--- src/rtl/core/assert_macros.svh ---
// assertion macros shared by the rtl of the response body extractor
// no dependencies; expects clk and rst_n in the including scope
`ifndef ASSERT_MACROS_SVH
`define ASSERT_MACROS_SVH

// check on every clock edge outside of reset
`define CHK_CLK(label, prop, msg) \
  label: assert property (@(posedge clk) disable iff (!rst_n) prop) else $error(msg);

// check that an antecedent implies a consequent in the same cycle
`define CHK_IMPLY(label, ante, cons, msg) \
  `CHK_CLK(label, (ante) |-> (cons), msg)

`endif

--- src/rtl/core/hrbe_pkg.sv ---
// shared types, codes and constants of the http response body extractor
// no dependencies; imported by hrbe_field_scan and the top level
package hrbe_pkg;

  localparam int HEADER_LIMIT = 1024;
  localparam int COUNT_BITS   = 32;
  localparam int HDR_CNT_W    = $clog2(HEADER_LIMIT + 1);

  // command codes
  localparam logic [1:0] CMD_START = 2'd0;
  localparam logic [1:0] CMD_DATA  = 2'd1;
  localparam logic [1:0] CMD_CLOSE = 2'd2;
  localparam logic [1:0] CMD_ABORT = 2'd3;

  // transfer phases, also the status field
  localparam logic [1:0] PH_HEADER = 2'd0;
  localparam logic [1:0] PH_BODY   = 2'd1;
  localparam logic [1:0] PH_DONE   = 2'd2;
  localparam logic [1:0] PH_FAIL   = 2'd3;

  // progress through cr lf cr lf
  localparam logic [1:0] TP_NONE   = 2'd0;
  localparam logic [1:0] TP_CR     = 2'd1;
  localparam logic [1:0] TP_CRLF   = 2'd2;
  localparam logic [1:0] TP_CRLFCR = 2'd3;

  // field match steps
  localparam int         FIELD_CHARS = 14;
  localparam logic [4:0] STEP_COLON  = 5'd14;
  localparam logic [4:0] STEP_BLANKS = 5'd15;
  localparam logic [4:0] STEP_DIGITS = 5'd16;
  localparam logic [4:0] STEP_IDLE   = 5'd31;

  localparam logic [7:0] CH_CR    = 8'h0d;
  localparam logic [7:0] CH_LF    = 8'h0a;
  localparam logic [7:0] CH_SP    = 8'h20;
  localparam logic [7:0] CH_TAB   = 8'h09;
  localparam logic [7:0] CH_COLON = 8'h3a;
  localparam logic [7:0] CH_ZERO  = 8'h30;
  localparam logic [7:0] CH_NINE  = 8'h39;
  localparam logic [7:0] CH_UP_A  = 8'h41;
  localparam logic [7:0] CH_UP_Z  = 8'h5a;
  localparam logic [7:0] CASE_OFS = 8'h20;

  localparam logic [7:0] FIELD_NAME [FIELD_CHARS] = '{
    8'h63, 8'h6f, 8'h6e, 8'h74, 8'h65, 8'h6e, 8'h74,
    8'h2d, 8'h6c, 8'h65, 8'h6e, 8'h67, 8'h74, 8'h68
  };

  typedef struct packed {
    logic       clear;
    logic       en;
    logic [7:0] data;
  } hrbe_scan_ctl_t;

  typedef struct packed {
    logic        valid;
    logic [31:0] value;
  } hrbe_len_t;

  typedef struct packed {
    hrbe_len_t cur;
    hrbe_len_t nxt;
  } hrbe_scan_sts_t;

endpackage

--- src/rtl/core/hrbe_field_scan.sv ---
// content-length header field matcher and decimal value parser
// depends on hrbe_pkg; driven one header byte at a time by the top level
module hrbe_field_scan (
  input  logic                    clk,
  input  logic                    rst_n,
  input  hrbe_pkg::hrbe_scan_ctl_t ctl,
  output hrbe_pkg::hrbe_scan_sts_t sts
);
  import hrbe_pkg::*;

  logic [4:0]  step_r, step_nxt;
  logic        line_start_r, line_start_nxt;
  logic        decided_r, decided_nxt;
  logic        valid_r, valid_nxt;
  logic [31:0] value_r, value_nxt;

  logic [4:0]  s;
  logic [7:0]  folded;
  logic        is_digit;
  logic [35:0] base;
  logic [35:0] acc;

  always_comb begin
    s        = line_start_r ? 5'd0 : step_r;
    folded   = (ctl.data >= CH_UP_A && ctl.data <= CH_UP_Z) ? ctl.data + CASE_OFS : ctl.data;
    is_digit = ctl.data >= CH_ZERO && ctl.data <= CH_NINE;
    base     = (step_r == STEP_DIGITS) ? {4'd0, value_r} : 36'd0;
    // times ten as two shifts
    acc      = {base[32:0], 3'b000} + {base[34:0], 1'b0} + 36'(ctl.data - CH_ZERO);

    step_nxt       = step_r;
    line_start_nxt = line_start_r;
    decided_nxt    = decided_r;
    valid_nxt      = valid_r;
    value_nxt      = value_r;

    if (ctl.clear) begin
      step_nxt       = 5'd0;
      line_start_nxt = 1'b1;
      decided_nxt    = 1'b0;
      valid_nxt      = 1'b0;
      value_nxt      = 32'd0;
    end else if (ctl.en) begin
      line_start_nxt = ctl.data == CH_LF;
      if (!decided_r) begin
        if (s < 5'(FIELD_CHARS)) begin
          step_nxt = (folded == FIELD_NAME[s[3:0]]) ? s + 5'd1 : STEP_IDLE;
        end else if (s == STEP_COLON && ctl.data == CH_COLON) begin
          decided_nxt = 1'b1;
          step_nxt    = STEP_BLANKS;
        end else begin
          step_nxt = STEP_IDLE;
        end
      end else if (step_r == STEP_BLANKS && (ctl.data == CH_SP || ctl.data == CH_TAB)) begin
        step_nxt = step_r;
      end else if ((step_r == STEP_BLANKS || step_r == STEP_DIGITS) && is_digit) begin
        value_nxt = (acc[35:32] != 4'd0) ? 32'hffff_ffff : acc[31:0];
        valid_nxt = 1'b1;
        step_nxt  = STEP_DIGITS;
      end else begin
        step_nxt = STEP_IDLE;
      end
    end
  end

  always_ff @(posedge clk) begin
    if (!rst_n) begin
      step_r       <= 5'd0;
      line_start_r <= 1'b1;
      decided_r    <= 1'b0;
      valid_r      <= 1'b0;
      value_r      <= 32'd0;
    end else begin
      step_r       <= step_nxt;
      line_start_r <= line_start_nxt;
      decided_r    <= decided_nxt;
      valid_r      <= valid_nxt;
      value_r      <= value_nxt;
    end
  end

  assign sts.cur.valid = valid_r;
  assign sts.cur.value = value_r;
  assign sts.nxt.valid = valid_nxt;
  assign sts.nxt.value = value_nxt;

endmodule

--- src/rtl/core/http_response_body_extractor_top.sv ---
// top level of the http response body extractor: input register, phase and
// counter logic, result register; depends on hrbe_pkg, hrbe_field_scan and
// assert_macros.svh
`include "assert_macros.svh"

// Takes one command per request (start, data byte, close, abort) and returns
// exactly one result per request. The request is captured in the input
// register and its result in the result register, the two around a single
// pass of phase, terminator, content-length and body-count logic; a result
// stall can hold the request in the input register. A new request is taken
// every cycle while the result side keeps up. A stall on the result side
// backs up through the two registers before in_tready drops.
// Header bytes past the limit fail the transfer; body bytes are flagged for
// saving until the parsed content-length is reached or the stream closes or is aborted.
module http_response_body_extractor_top (
  input  logic        clk,
  input  logic        rst_n,
  input  logic        in_tvalid,
  output logic        in_tready,
  input  logic [7:0]  in_tdata,   // [7:0] data_byte
  input  logic [1:0]  in_tuser,   // [1:0] cmd
  output logic        out_tvalid,
  input  logic        out_tready,
  output logic [79:0] out_tdata,  // [7:0] byte_out, [39:8] body_count,
                                  // [40] length_known, [72:41] parsed length, rest zero
  output logic [2:0]  out_tuser   // [0] save_byte, [2:1] status
);
  import hrbe_pkg::*;

  logic                  in_vld_r;
  logic [1:0]            in_cmd_r;
  logic [7:0]            in_byte_r;
  logic                  advance;

  logic [1:0]            phase_r, phase_nxt;
  logic [HDR_CNT_W-1:0]  hdr_r, hdr_nxt;
  logic [1:0]            term_r, term_nxt;
  logic [COUNT_BITS-1:0] saved_r, saved_nxt;
  logic                  save;
  logic                  hdr_full;
  logic                  ended;
  logic [63:0]           saved_wide;

  logic                  out_vld_r;
  logic [79:0]           out_tdata_r;
  logic [2:0]            out_tuser_r;

  hrbe_scan_ctl_t        scan_ctl;
  hrbe_scan_sts_t        scan_sts;

  assign advance   = in_vld_r && (!out_vld_r || out_tready);
  assign in_tready = !in_vld_r || advance;

  always_ff @(posedge clk) begin
    if (!rst_n) begin
      in_vld_r <= 1'b0;
    end else if (in_tready) begin
      in_vld_r <= in_tvalid;
    end
  end

  always_ff @(posedge clk) begin
    if (in_tready && in_tvalid) begin
      in_cmd_r  <= in_tuser;
      in_byte_r <= in_tdata;
    end
  end

  assign hdr_full = hdr_r >= HDR_CNT_W'(HEADER_LIMIT);

  assign scan_ctl.clear = advance && in_cmd_r == CMD_START;
  assign scan_ctl.en    = advance && in_cmd_r == CMD_DATA && phase_r == PH_HEADER && !hdr_full;
  assign scan_ctl.data  = in_byte_r;

  hrbe_field_scan u_scan (
    .clk   (clk),
    .rst_n (rst_n),
    .ctl   (scan_ctl),
    .sts   (scan_sts)
  );

  always_comb begin
    phase_nxt = phase_r;
    hdr_nxt   = hdr_r;
    term_nxt  = term_r;
    saved_nxt = saved_r;
    save      = 1'b0;
    ended     = 1'b0;
    unique case (in_cmd_r)
      CMD_START: begin
        phase_nxt = PH_HEADER;
        hdr_nxt   = '0;
        term_nxt  = TP_NONE;
        saved_nxt = '0;
      end
      CMD_DATA: begin
        if (phase_r == PH_HEADER) begin
          if (hdr_full) begin
            phase_nxt = PH_FAIL;
          end else begin
            hdr_nxt = hdr_r + 1'b1;
            if (in_byte_r == CH_CR) begin
              term_nxt = (term_r == TP_CRLF) ? TP_CRLFCR : TP_CR;
            end else if (in_byte_r == CH_LF) begin
              ended    = term_r == TP_CRLFCR;
              term_nxt = (term_r == TP_CR) ? TP_CRLF : TP_NONE;
            end else begin
              term_nxt = TP_NONE;
            end
            // a terminating lf never changes the parsed length
            if (ended) begin
              phase_nxt = (scan_sts.cur.valid &&
                           64'(saved_r) >= 64'(scan_sts.cur.value)) ? PH_DONE : PH_BODY;
            end
          end
        end else if (phase_r == PH_BODY) begin
          save = 1'b1;
          if (saved_r != '1) begin
            saved_nxt = saved_r + 1'b1;
          end
          if (scan_sts.cur.valid && 64'(saved_nxt) >= 64'(scan_sts.cur.value)) begin
            phase_nxt = PH_DONE;
          end
        end
      end
      CMD_CLOSE: begin
        if (phase_r == PH_HEADER) begin
          phase_nxt = PH_FAIL;
        end else if (phase_r == PH_BODY) begin
          phase_nxt = PH_DONE;
        end
      end
      CMD_ABORT: begin
        if (phase_r == PH_HEADER || phase_r == PH_BODY) begin
          phase_nxt = PH_FAIL;
        end
      end
      default: begin
        phase_nxt = phase_r;
      end
    endcase
  end

  assign saved_wide = 64'(saved_nxt);

  always_ff @(posedge clk) begin
    if (!rst_n) begin
      phase_r   <= PH_HEADER;
      hdr_r     <= '0;
      term_r    <= TP_NONE;
      saved_r   <= '0;
      out_vld_r <= 1'b0;
    end else begin
      if (advance) begin
        phase_r <= phase_nxt;
        hdr_r   <= hdr_nxt;
        term_r  <= term_nxt;
        saved_r <= saved_nxt;
      end
      if (advance) begin
        out_vld_r <= 1'b1;
      end else if (out_tready) begin
        out_vld_r <= 1'b0;
      end
    end
  end

  always_ff @(posedge clk) begin
    if (advance) begin
      out_tdata_r[7:0]   <= in_byte_r;
      out_tdata_r[39:8]  <= (saved_wide > 64'h0000_0000_ffff_ffff) ? 32'hffff_ffff
                                                                     : saved_wide[31:0];
      out_tdata_r[40]    <= scan_sts.nxt.valid;
      out_tdata_r[72:41] <= scan_sts.nxt.valid ? scan_sts.nxt.value : 32'd0;
      out_tdata_r[79:73] <= 7'd0;
      out_tuser_r        <= {phase_nxt, save};
    end
  end

  assign out_tvalid = out_vld_r;
  assign out_tdata  = out_tdata_r;
  assign out_tuser  = out_tuser_r;

  `CHK_CLK(a_hdr_bound, hdr_r <= HDR_CNT_W'(HEADER_LIMIT), "header byte count above limit")
  `CHK_IMPLY(a_save_phase, out_vld_r && out_tuser[0],
             out_tuser[2:1] == PH_BODY || out_tuser[2:1] == PH_DONE,
             "body byte flagged outside body")
  `CHK_IMPLY(a_count_len, out_vld_r && out_tdata[40],
             out_tdata[39:8] <= out_tdata[72:41], "body count passed content length")
  `CHK_IMPLY(a_len_flag, out_vld_r && !out_tdata[40], out_tdata[72:41] == 32'd0,
             "length value without known flag")

endmodule

--- config.mk ---
export PLATFORM = sky130hd
export DESIGN_NAME = http_response_body_extractor_top
export DESIGN_NICKNAME = d
export VERILOG_FILES = /design/src/rtl/core/hrbe_pkg.sv /design/src/rtl/core/hrbe_field_scan.sv /design/src/rtl/core/http_response_body_extractor_top.sv
export VERILOG_INCLUDE_DIRS = /design/src /design/src/rtl/core
export SDC_FILE = /design/constraint.sdc
export NUM_CORES = 1
export LEC_CHECK = 0
export BUFFER_PORTS_ARGS = -buffer_cell sky130_fd_sc_hd__buf_2
export CAP_MARGIN = 20
export CORE_MARGIN = 2
export CORE_UTILIZATION = 56
export CTS_CLUSTER_SIZE = 25
export DETAILED_ROUTE_END_ITERATION = 7
export GPL_TIMING_DRIVEN = 0
export PLACE_DENSITY = 0.75
export REMOVE_ABC_BUFFERS = 1
export SYNTH_ARGS = -nofsm -noshare
export SYNTH_HDL_FRONTEND = slang
export SYNTH_HIERARCHICAL = 1
export SYNTH_SLANG_ARGS = --single-unit
--- constraint.sdc ---
create_clock -name clk -period 5.1 [get_ports clk]
set_input_delay 0.765 -clock clk [delete_from_list [all_inputs] [get_ports clk]]
set_output_delay 0.765 -clock clk [all_outputs]
set_load 0.005 [all_outputs]
Word-level counts from Yosys, hierarchy flattened
Memories as Yosys holds them, arrays and structs flattened.
Cells that the tools add are included.

word-level totals
  RAM bits = 0
  memories kept = 1
  latch bits = 0
  bits in registers = 175
  ROM bits = 128
  input bits = 14

memory list
  memory           depth  width  read ports  clocked after memory_dff  write ports  RTL line               source
  (no name shown)  16     8      1           0                         0            hrbe_field_scan.sv:47  step_nxt = (folded == FIELD_NAME[s[3:0]]) ? s + 5'd1 : STEP_IDLE;

operators by class
  divide/modulo/power cells = 0
  shift operators = 0
  muxes and demuxes = 60
  reductions and logical operators = 30
  bitwise operators = 3
  equality and inequality tests = 20
  $lt $le $gt $ge = 10
  $mul = 0
  add/sub/neg operators = 7

operators by type and width
  operator                 number
  $mux W32                 13
  $add A36 B36 Y36         2
  $ge A32 B32 Y1           2
  $pmux W32 S2             1
  $add A32 B1 Y32 const B  1
  $gt A32 B32 Y1 const B   1
  $ne A32 B32 Y1 const B   1
  $mux W2                  15
  $mux W5                  6
  $eq A8 B4 Y1 const B     3
  $mux W8                  3
  $mux W11                 2
  $pmux W11 S2             1
  $eq A8 B6 Y1 const B     2
  $mux W1                  16
  $logic_and A1 B1 Y1      13
  $add A11 B1 Y11 const B  1
  $ge A11 B11 Y1 const B   1
  $eq A5 B4 Y1 const B     2
  $sub A8 B6 Y9 const B    1
  $add A8 B6 Y8 const B    1
  $eq A2 B2 Y1 const B     4
  $eq A8 B8 Y1             1
  $ge A8 B6 Y1 const B     1
  23 further kinds         36

Longest topological paths before layout
  depth after elaboration = 11
  gate-level depth with buffers = 18
  depth with buffers taken out = 16

By module
Netlist, hierarchy kept.

modules (own cells, without submodules)
  module                            area an instance (um2)  instances  cells an instance
  http_response_body_extractor_top  8189.1                  1          870
  hrbe_field_scan                   5293.8                  1          654

Worst setup path after synthesis
Ideal clock, no wire load.

  path type = register -> register
  from = register in_byte_r[4]
  to = register out_tdata_r[70], in the netlist out_tdata[70], data pin
  setup time = 0.255 ns
  data required time = 4.845 ns
  path slack = -0.543 ns
  arrival time = 5.388 ns
  path buffers = 2
  cell stages (with the launch flop) = 17
  clock period less this slack = 5.643 ns
  cells stage by stage = edfxtp_1 > ha_1 > or3_1 > inv_1 > fa_1 > ha_1 > clkbuf_1 > nand2_1 > or3_1 > o31ai_4 > o2bb2ai_4 > o31a_4 > mux2i_1 > nor4_4 > buf_6 > a211oi_1 > and2_1

RTL lines
  element                 RTL line                                 source
  start, declared         http_response_body_extractor_top.sv:32   logic [7:0] in_byte_r;
  start signal, assigned  http_response_body_extractor_top.sv:65   in_byte_r <= in_tdata;
  end signal, assigned    http_response_body_extractor_top.sv:174  out_tdata_r[72:41] <= scan_sts.nxt.valid ? scan_sts.nxt.value : 32'd0;
  end, declared           http_response_body_extractor_top.sv:45   logic [79:0] out_tdata_r;

==> results.sh <==
export IMPL_start_util_pct=57.3
export IMPL_clkSinkCount=175
export IMPL_fin_crit_sh_pct=97.7
export IMPL_grt_antenna_before_repair=0
export IMPL_status="completed"
export IMPL_relSlewSlack_pct=32.8
export IMPL_post_route_drc_count=0
export IMPL_avgSynthCellArea_um2=8.85
export IMPL_grt_max_degree=84
export IMPL_hold_class="register to register"
export IMPL_holdWs_ps=495
export IMPL_synth_flop_cell="dfxtp_1"
export IMPL_areaGrowthSynthToFinish_pct=12.0
export IMPL_crit_buf_inv=6
export IMPL_power_density_nw_per_um2=207
export IMPL_avgViaCountPerCell=6.26
export IMPL_synth_edf_count=86
export IMPL_place_congestion=0.924
export IMPL_period_minus_slack_ps=4980
export IMPL_synth_top_area_cell="edfxtp_1"
export IMPL_die_w_um=159
export IMPL_synth_seq_cells=175
export IMPL_fp_row_count=56
export IMPL_synthCells=1524
export IMPL_synthArstFlopShare_pct=0
export IMPL_peakVddDrop_v=0.000224
export IMPL_synth_most_common_cell="nand2_1"
export IMPL_grt_pass1_vias=11200
export IMPL_antenna_cells=0
export IMPL_wirelength_um=37300
export IMPL_die_area_um2=25300
export IMPL_core_area_um2=23500
export IMPL_fin_nets=1750
export IMPL_setup_violations=0
export IMPL_end_kind="register"
export IMPL_synth_top_cells_by_area="edfxtp_1 19%, dfxtp_1 13%, ha_1 11%"
export IMPL_grt_pass1_wl_um=58600
export IMPL_cp_required_ps=5270
export IMPL_cts_tree="done"
export IMPL_cts_path_max_buffers=2
export IMPL_io_buffers=91
export IMPL_cpMaxStageDelayCell="fa_1"
export IMPL_tightestPinTransition_ps=1010
export IMPL_ios=99
export IMPL_crit_type="register to register"
export IMPL_cts_root_buf="clkbuf_16"
export IMPL_fin_area_um2=15100
export IMPL_layout_drive_gt1_share_pct=15.3
export IMPL_critical_path_top_delay_family="compound AO/OA/AOI/OAI gates"
export IMPL_die_y_um=159
export IMPL_drtIter0Drc=1021
export IMPL_max_freq_mhz=201
export IMPL_dpl_cell_area_um2=14100
export IMPL_seq_area_frac_synth_pct=32.4
export IMPL_critical_path_arrival_ps=5150
export IMPL_mappedNetlistArea_um2=13500
export IMPL_worstPathCellList="nor2_2 -> nor4b_4 -> buf_6 -> and2_4 -> inv_1 -> fa_1 -> inv_1 -> ha_1 -> a211o_1 -> a211oi_4 -> o311a_1 -> nor3_1 -> o2111ai_1 -> o2111ai_2 -> nor4_4 -> buf_4 -> buf_6 -> buf_8 -> a211oi_1 -> and2_1"
export IMPL_ys_top_cells_by_count="139 x nand2_1, 121 x ha_1, 103 x a21oi_1, 97 x o21ai_0, 92 x inv_1"
export IMPL_grt_util_all_layers_pct=28.3
export IMPL_yosysTopAreaCellShare_pct=19.2
export IMPL_cp_start_kind="register"
export IMPL_via_count=12000
export IMPL_ys_warnings_count=6
export IMPL_clk_latency_ps=440
export IMPL_critPathMaxFanout=15
export IMPL_path_clk_slew_ps=80
export IMPL_htree_levels=4
export IMPL_dp_hpwl_um=26400
export IMPL_wl_per_cell_um=19.5
export IMPL_fin_skew_ps=13.1
export IMPL_cts_inserted_buffers=17
export IMPL_max_cap_violations=0
export IMPL_grt_overflow=0
export IMPL_finalSetupTns_ps=0
export IMPL_hold_viol=0
export IMPL_drv_slew=0
export IMPL_p_leak_nw=5.87
export IMPL_slowest_delay_ps=560
export IMPL_drt_pass1_iter_count=5
export IMPL_ys_types=93
export IMPL_drtAntennaViolNets=0
-- worst register-to-register path, cell delays in order, from the launching register on --
cell,delay (ps)
dfxtp_4,400
nor2_2,140
nor4b_4,350
buf_6,190
and2_4,160
inv_1,60
fa_1,560
inv_1,70
ha_1,240
a211o_1,350
a211oi_4,260
o311a_1,260
nor3_1,100
o2111ai_1,220
o2111ai_2,200
nor4_4,320
buf_4,190
buf_6,170
buf_8,170
a211oi_1,80
and2_1,220
-- logic make-up (layout without fill, tap and decap cells) --
group / count (synthesis) / in the layout / synth area share [%]
AOI/OAI and AO/OA: 436 / 436 / 21.4
buffers and inverters: 180 / 248 / 5.88
DFF: 175 / 175 / 32.4
adders and majority gates: 151 / 151 / 15.7
and+or+nand+nor: 505 / 505 / 19.7
xor gates and xnor gates: 72 / 72 / 4.68
muxes: 4 / 4 / 0.297
other: 1 / 7 / 0.0278
-- registers in the layout (all words and copies together), names as in the netlist --
name                 cells
hdr_r                   11
u_scan/step_r            5
u_scan/value_r          32
u_scan/decided_r         1
out_tvalid               1
phase_r                  2
in_cmd_r                 2
u_scan/line_start_r      1
u_scan/valid_r           1
in_byte_r                8
term_r                   2
out_tdata               73
in_vld_r                 1
saved_r                 32
out_tuser                3
-- cells in the final DEF, fill, tap and decap left out, drive strengths merged, types with 14 or more instances in the layout --
cell and instances:
nand2 139, and3 19, nor2b 14, buf 120, a211oi 70, nand3 56, nor3 26, o21ai 102
dfxtp 89, xor2 29, or3 14, and2 63, o31ai 24, fa 30, ha 121, inv 100
edfxtp 86, a31oi 36, nand4 28, nor2 90, xnor2 43, a21o 16, clkbuf 18, a21oi 103
-- per-stage QoR --
step	utilization (%)	std cells	power, W	setup slack (ps)
global placement	59.2	1856	0.00181	-3220
floorplan	-	1446	0.00172	-1540
global route	64.1	1917	0.00322	-79.4
detailed placement	59.8	1865	0.00182	-1170
CTS	62.7	1907	0.00310	2.09
finish	64.1	1917	0.00312	119
-- routing by layer --
metal / share of wire, % / global-route usage, %
met5: 0 / 0
met1: 44 / 38.9
met3: 6.2 / 3.62
met4: 3.7 / 10.3
met2: 46 / 45.9
-- path summary, 6_finish.rpt --
| check | end | slack (ps) | start | depth (start not counted) |
|---|---|---|---|---|
| min reg2reg | hdr_r[6] | 500 | hdr_r[6] | 2 |
| max reg2reg | out_tdata[53] | 120 | u_scan/step_r[3] | 20 |
| max | out_tdata[53] | 120 | u_scan/step_r[3] | 20 |
| min | hdr_r[6] | 500 | hdr_r[6] | 2 |
-- where the power goes --
part	total (W)	internal, W	switching (W)
Sequential	0.00154	0.00151	0.0000277
Combinational	0.000279	0.000101	0.000178
Clock	0.00130	0.000652	0.000653
Total	0.00312	0.00226	0.000858
-- repair_timing --
item | CTS | global route
gates cloned | 1 | 2
pin swaps | 3 | 9
hold buffers | 0 | 0
buffers inserted | 9 | 8
endpoints found under the setup margin | 64 | 55
gates resized for setup | 9 | 67
-- layout make-up --
class / instances / area (um2)
fillers: 1957 / 8450
well taps: 319 / 399
clock buffers: 18 / 429
multi-input cells: 1175 / 8650
inverters: 96 / 369
clock inverters: 14 / 146
flip-flops and latches: 175 / 4370
repair buffers: 120 / 736
Power figures use the tool's default switching activity.
